[src/rsk_pkg.sv]
// rsk_pkg: types, register map and channel arithmetic of the cross-kernel sharpening filter
// shared by rsk_sharpen_unit and rgb_sharpen_cross_kernel; no dependencies

package rsk_pkg;

   typedef struct packed {
      logic [7:0] red;
      logic [7:0] green;
      logic [7:0] blue;
   } pixel_type;

   typedef struct packed {
      logic kernel_en;
      logic wrap;
   } sharpen_ctl_type;

   localparam logic [1:0] REG_FRAME_WIDTH  = 2'd0;
   localparam logic [1:0] REG_FRAME_HEIGHT = 2'd1;
   localparam logic [1:0] REG_WRAP_MODE    = 2'd2;

   localparam logic [11:0] FRAME_WIDTH_RESET  = 12'd640;
   localparam logic [12:0] FRAME_HEIGHT_RESET = 13'd480;
   localparam logic        WRAP_MODE_RESET    = 1'b0;

   // 5*c - u - d - l - r, clamped to 0..255 or wrapped to 8 bits
   function automatic logic [7:0] sharpen_chan(input logic [7:0] c, input logic [7:0] u,
                                                input logic [7:0] d, input logic [7:0] l,
                                                input logic [7:0] r, input logic wrap);
      logic [10:0] five_c;
      logic [9:0]  nsum;
      logic [11:0] s;
      logic [7:0]  res;
      five_c = {1'b0, c, 2'b00} + {3'b000, c};
      nsum   = {2'b00, u} + {2'b00, d} + {2'b00, l} + {2'b00, r};
      s      = {1'b0, five_c} - {2'b00, nsum};
      if (wrap) begin
         res = s[7:0];
      end else if (s[11]) begin
         res = 8'd0;
      end else if (s[10:8] != 3'd0) begin
         res = 8'd255;
      end else begin
         res = s[7:0];
      end
      return res;
   endfunction

endpackage

[src/rsk_sharpen_unit.sv]
// rsk_sharpen_unit: applies the cross kernel to all three channels of one pixel
// or passes the centre through at the border; depends on rsk_pkg

module rsk_sharpen_unit import rsk_pkg::*; (
   input  pixel_type       centre,
   input  pixel_type       up,
   input  pixel_type       down,
   input  pixel_type       left,
   input  pixel_type       right,
   input  sharpen_ctl_type ctl,
   output pixel_type       result
);

   always_comb begin
      if (ctl.kernel_en) begin
         result.red   = sharpen_chan(centre.red, up.red, down.red, left.red, right.red,
                                     ctl.wrap);
         result.green = sharpen_chan(centre.green, up.green, down.green, left.green,
                                     right.green, ctl.wrap);
         result.blue  = sharpen_chan(centre.blue, up.blue, down.blue, left.blue,
                                     right.blue, ctl.wrap);
      end else begin
         result = centre;
      end
   end

endmodule
[config.mk]
export PLATFORM = sky130hd
export DESIGN_NAME = rsk_sharpen_unit
export DESIGN_NICKNAME = d
export VERILOG_FILES = /design/src/rsk_pkg.sv /design/src/rsk_sharpen_unit.sv
export SDC_FILE = /design/constraint.sdc
export NUM_CORES = 1
export LEC_CHECK = 0
export BUFFER_PORTS_ARGS = -buffer_cell sky130_fd_sc_hd__buf_2
export CORE_ASPECT_RATIO = 0.8
export CORE_MARGIN = 4
export CORE_UTILIZATION = 25
export DETAILED_ROUTE_END_ITERATION = 10
export REMOVE_ABC_BUFFERS = 1
export SLEW_MARGIN = 40
export SYNTH_ARGS = -nofsm -noshare
export SYNTH_HDL_FRONTEND = slang
export SYNTH_SLANG_ARGS = --single-unit
[constraint.sdc]
create_clock -name vclk -period 15.6
set_clock_uncertainty 0.2 [all_clocks]
set_input_delay 3.12 -clock vclk [all_inputs]
set_output_delay 3.12 -clock vclk [all_outputs]
set_load 0.005 [all_outputs]
==> key figures <==
Detailed routing
  • Final WL: 10700 um
  • DRC viols: 0
  • Initial DRC count: 171
  • Vias/cell: 4.30
  • Detail Route Antenna Nets: 0
  • Wire per inst: 12.1 um
  • Via count: 3801
  • Pre-antenna DRT Iters: 4

Cells and area
  • Antenna cells: 0
  • Design Area, Final: 5500 sq um
  • Area Overhead vs Synth: 22.0%
  • FF+latch count: 0
  • Fraction of layout cells with a size suffix above 1: 24.6%
  • Clock buffer cells: 0
  • FF+latch area: 0 sq um
  • Final core utilization: 31.4%
  • Fin nets: 917
  • Multi-input gate area: 3810 sq um
  • Filler Cells Inserted: 1887

Die
  • Rows: 43
  • I/O pin count: 146
  • Initial Util: 25.7%
  • Die Wd: 158 um
  • Die height: 128 um
  • Die Area: 20300 sq um
  • Total core area: 17500 sq um

Clock network
  • Post-CTS sizing: 0
  • Cts-stage hold buffer count: 0
  • Setup Buffers After CTS: 0

Timing
  • Slew Viols, Final: 0
  • Final Hold Fails: 0
  • Post-route setup TNS: 0 ns
  • Fin crit period: 10.38 ns
  • Fin crit share: 66.6%
  • Slew @ Worst Pin: 0.508 ns
  • Max-Slew Margin vs Limit: 66.1%
  • Peak Freq: 96.3 MHz
  • RSZ-0062 raised after global routing: false
  • Setup-failing EPs final: 0

GRT
  • Largest net degree at the start of global routing: 30
  • Gr ovfl total: 0
  • First-pass GRT wire length: 18500 um
  • All-Layer GR Usage: 10.6%
  • Vias in the first global route: 3890
  • Antenna violations before repair: 0

Worst setup path
  • Worst path required time: 12.28 ns
  • CP max FO: 8
  • Slowest-stage cell, CP: fa_1
  • Worst path most repeated cell: inv_1
  • Critical path endpoint category: output pin
  • Worst Path Arrival: 7.06 ns
  • CP max stage delay: 0.52 ns
  • Startpoint Class: input pin
  • Setup CP Type: in2out
  • Critical-path cell list: buf_2 > inv_1 > fa_1 > inv_1 > fa_1 > inv_1 > fa_1 > inv_1 > ha_1 > a21oi_1 > o22ai_1 > a211o_1 > mux2i_1 > nor4_2 > a31oi_4 > o221a_1 > buf_2

Yosys
  • Post-synthesis mux area share: 0.444%
  • Synth Area in Adders: 52.4%
  • Main combinational cell family by area after synthesis: adder cells
  • Sequential-to-total area share from yosys stat: 0%
  • Complex-gate fraction of the synthesized area: 18.8%
  • Yosys warns: 0
  • XOR/XNOR share of the synthesized area: 5.60%
  • Syn Std Cell Area: 4510 sq um
  • Simple-Gate Fraction of Synth Area: 7.15%
  • Mapped Cells: 517
  • Syn Area/Cell: 8.73 sq um
  • Synth cell types: 50

Run status
  • Status: complete, no violations

Pwr
  • Worst ir drop on vdd: 0.0582 mV
  • Total power draw: 726 uW
  • Internal power: 324 uW
  • Sw Ratio: 55.3%
  • Net Switching: 401 uW
  • Clock network power share: 0%
  • Power Density: 132 nW/um^2
  • LEAKAGE: 0.00297 uW
  • Flop pwr share: 0%
  • Comb power frac: 100.0%

Worst hold path
  • Hold Crit Class: in2out

Placement
  • Port buffer count: 146
  • Placed Area: 5500 sq um
  • Hpwl dp: 9910 um
  • GP Congestion: 0.825

Job
  • Max Cap Viol: 0
## cells in the final DEF, fill, tap and decap left out, drive strengths merged, types with 3 or more instances in the layout
| cell type | instances |
|---|---|
| o21bai | 4 |
| ha | 45 |
| inv | 180 |
| o221a | 24 |
| nand4 | 3 |
| xnor2 | 15 |
| nor2 | 19 |
| xor2 | 13 |
| nand3 | 7 |
| fa | 90 |
| a211oi | 6 |
| buf | 147 |
| nand2 | 17 |
| o21ai | 17 |
| a211o | 4 |
| a21oi | 23 |
| a21o | 4 |
| o22ai | 6 |
| nor2b | 4 |
| and2 | 3 |
| nor3 | 3 |
## critical path: cells and delay by family
kind,cells,cell delay [ns]
AO/OA/AOI/OAI,5,1.13
adder cells (fa/ha/maj),4,1.84
buffers and inverters,6,0.50
multiplexers,1,0.14
AND/OR/NAND/NOR,1,0.35
## path summary, 6_finish.rpt
kind	from	endpoint	depth (start not counted)	slack (ns)
hold / removal	centre[20]	result[20]	3	6.42
setup / recovery	centre[11]	result[14]	17	5.22
## per-stage QoR
stage	hold slack, ns	std cells	worst slack, ns
floorplan	6.21	511	5.73
global placement	6.42	883	5.26
detailed placement	6.42	883	5.20
CTS	6.42	883	5.20
global route	6.44	883	4.90
finish	6.42	883	5.22
## synthesized netlist by cell type, types with 5 or more instances
cell type	number	area, sq um
inv_1	180	676
fa_1	90	1800
ha_1	45	563
o221a_1	24	270
a21oi_1	20	100
nor2_1	19	71.3
nand2_1	17	63.8
xnor2_1	15	131
o21ai_0	13	65.1
xor2_1	12	105
nand3_1	7	35.0
a211oi_1	5	37.5
o22ai_1	5	31.3
## metal layers
| metal | track usage [%] | part of all wire (%) | vias to the layer above |
|---|---|---|---|
| met4 | 0 | 0 | 0 |
| met5 | 0 | 0 | - |
| met2 | 17.1 | 45 | 84 |
| li1 | - | - | 1918 |
| met1 | 16.8 | 51 | 1799 |
| met3 | 0.472 | 4.6 | 0 |
## logic make-up after synthesis
family	Yosys count
xor+xnor	28
simple gates	65
buf+inv	186
fa+ha+maj	135
compound gates	101
mux	2
## power groups by stage
stage | registers, uW | clock network [uW] | logic [uW]
finish | 0 | 0 | 726
global route | 0 | 0 | 832
CTS | 0 | 0 | 733
detailed placement | 0 | 0 | 728
global placement | 0 | 0 | 724
floorplan | 0 | 0 | 556
## final cells by class
| cell class | count | area share (%) |
|---|---|---|
| inverters | 180 | 12.3 |
| well taps | 225 | 5.11 |
| repair buffers | 147 | 13.4 |
| multi-input cells | 331 | 69.2 |
No activity file was read; power rests on OpenSTA's default activity.
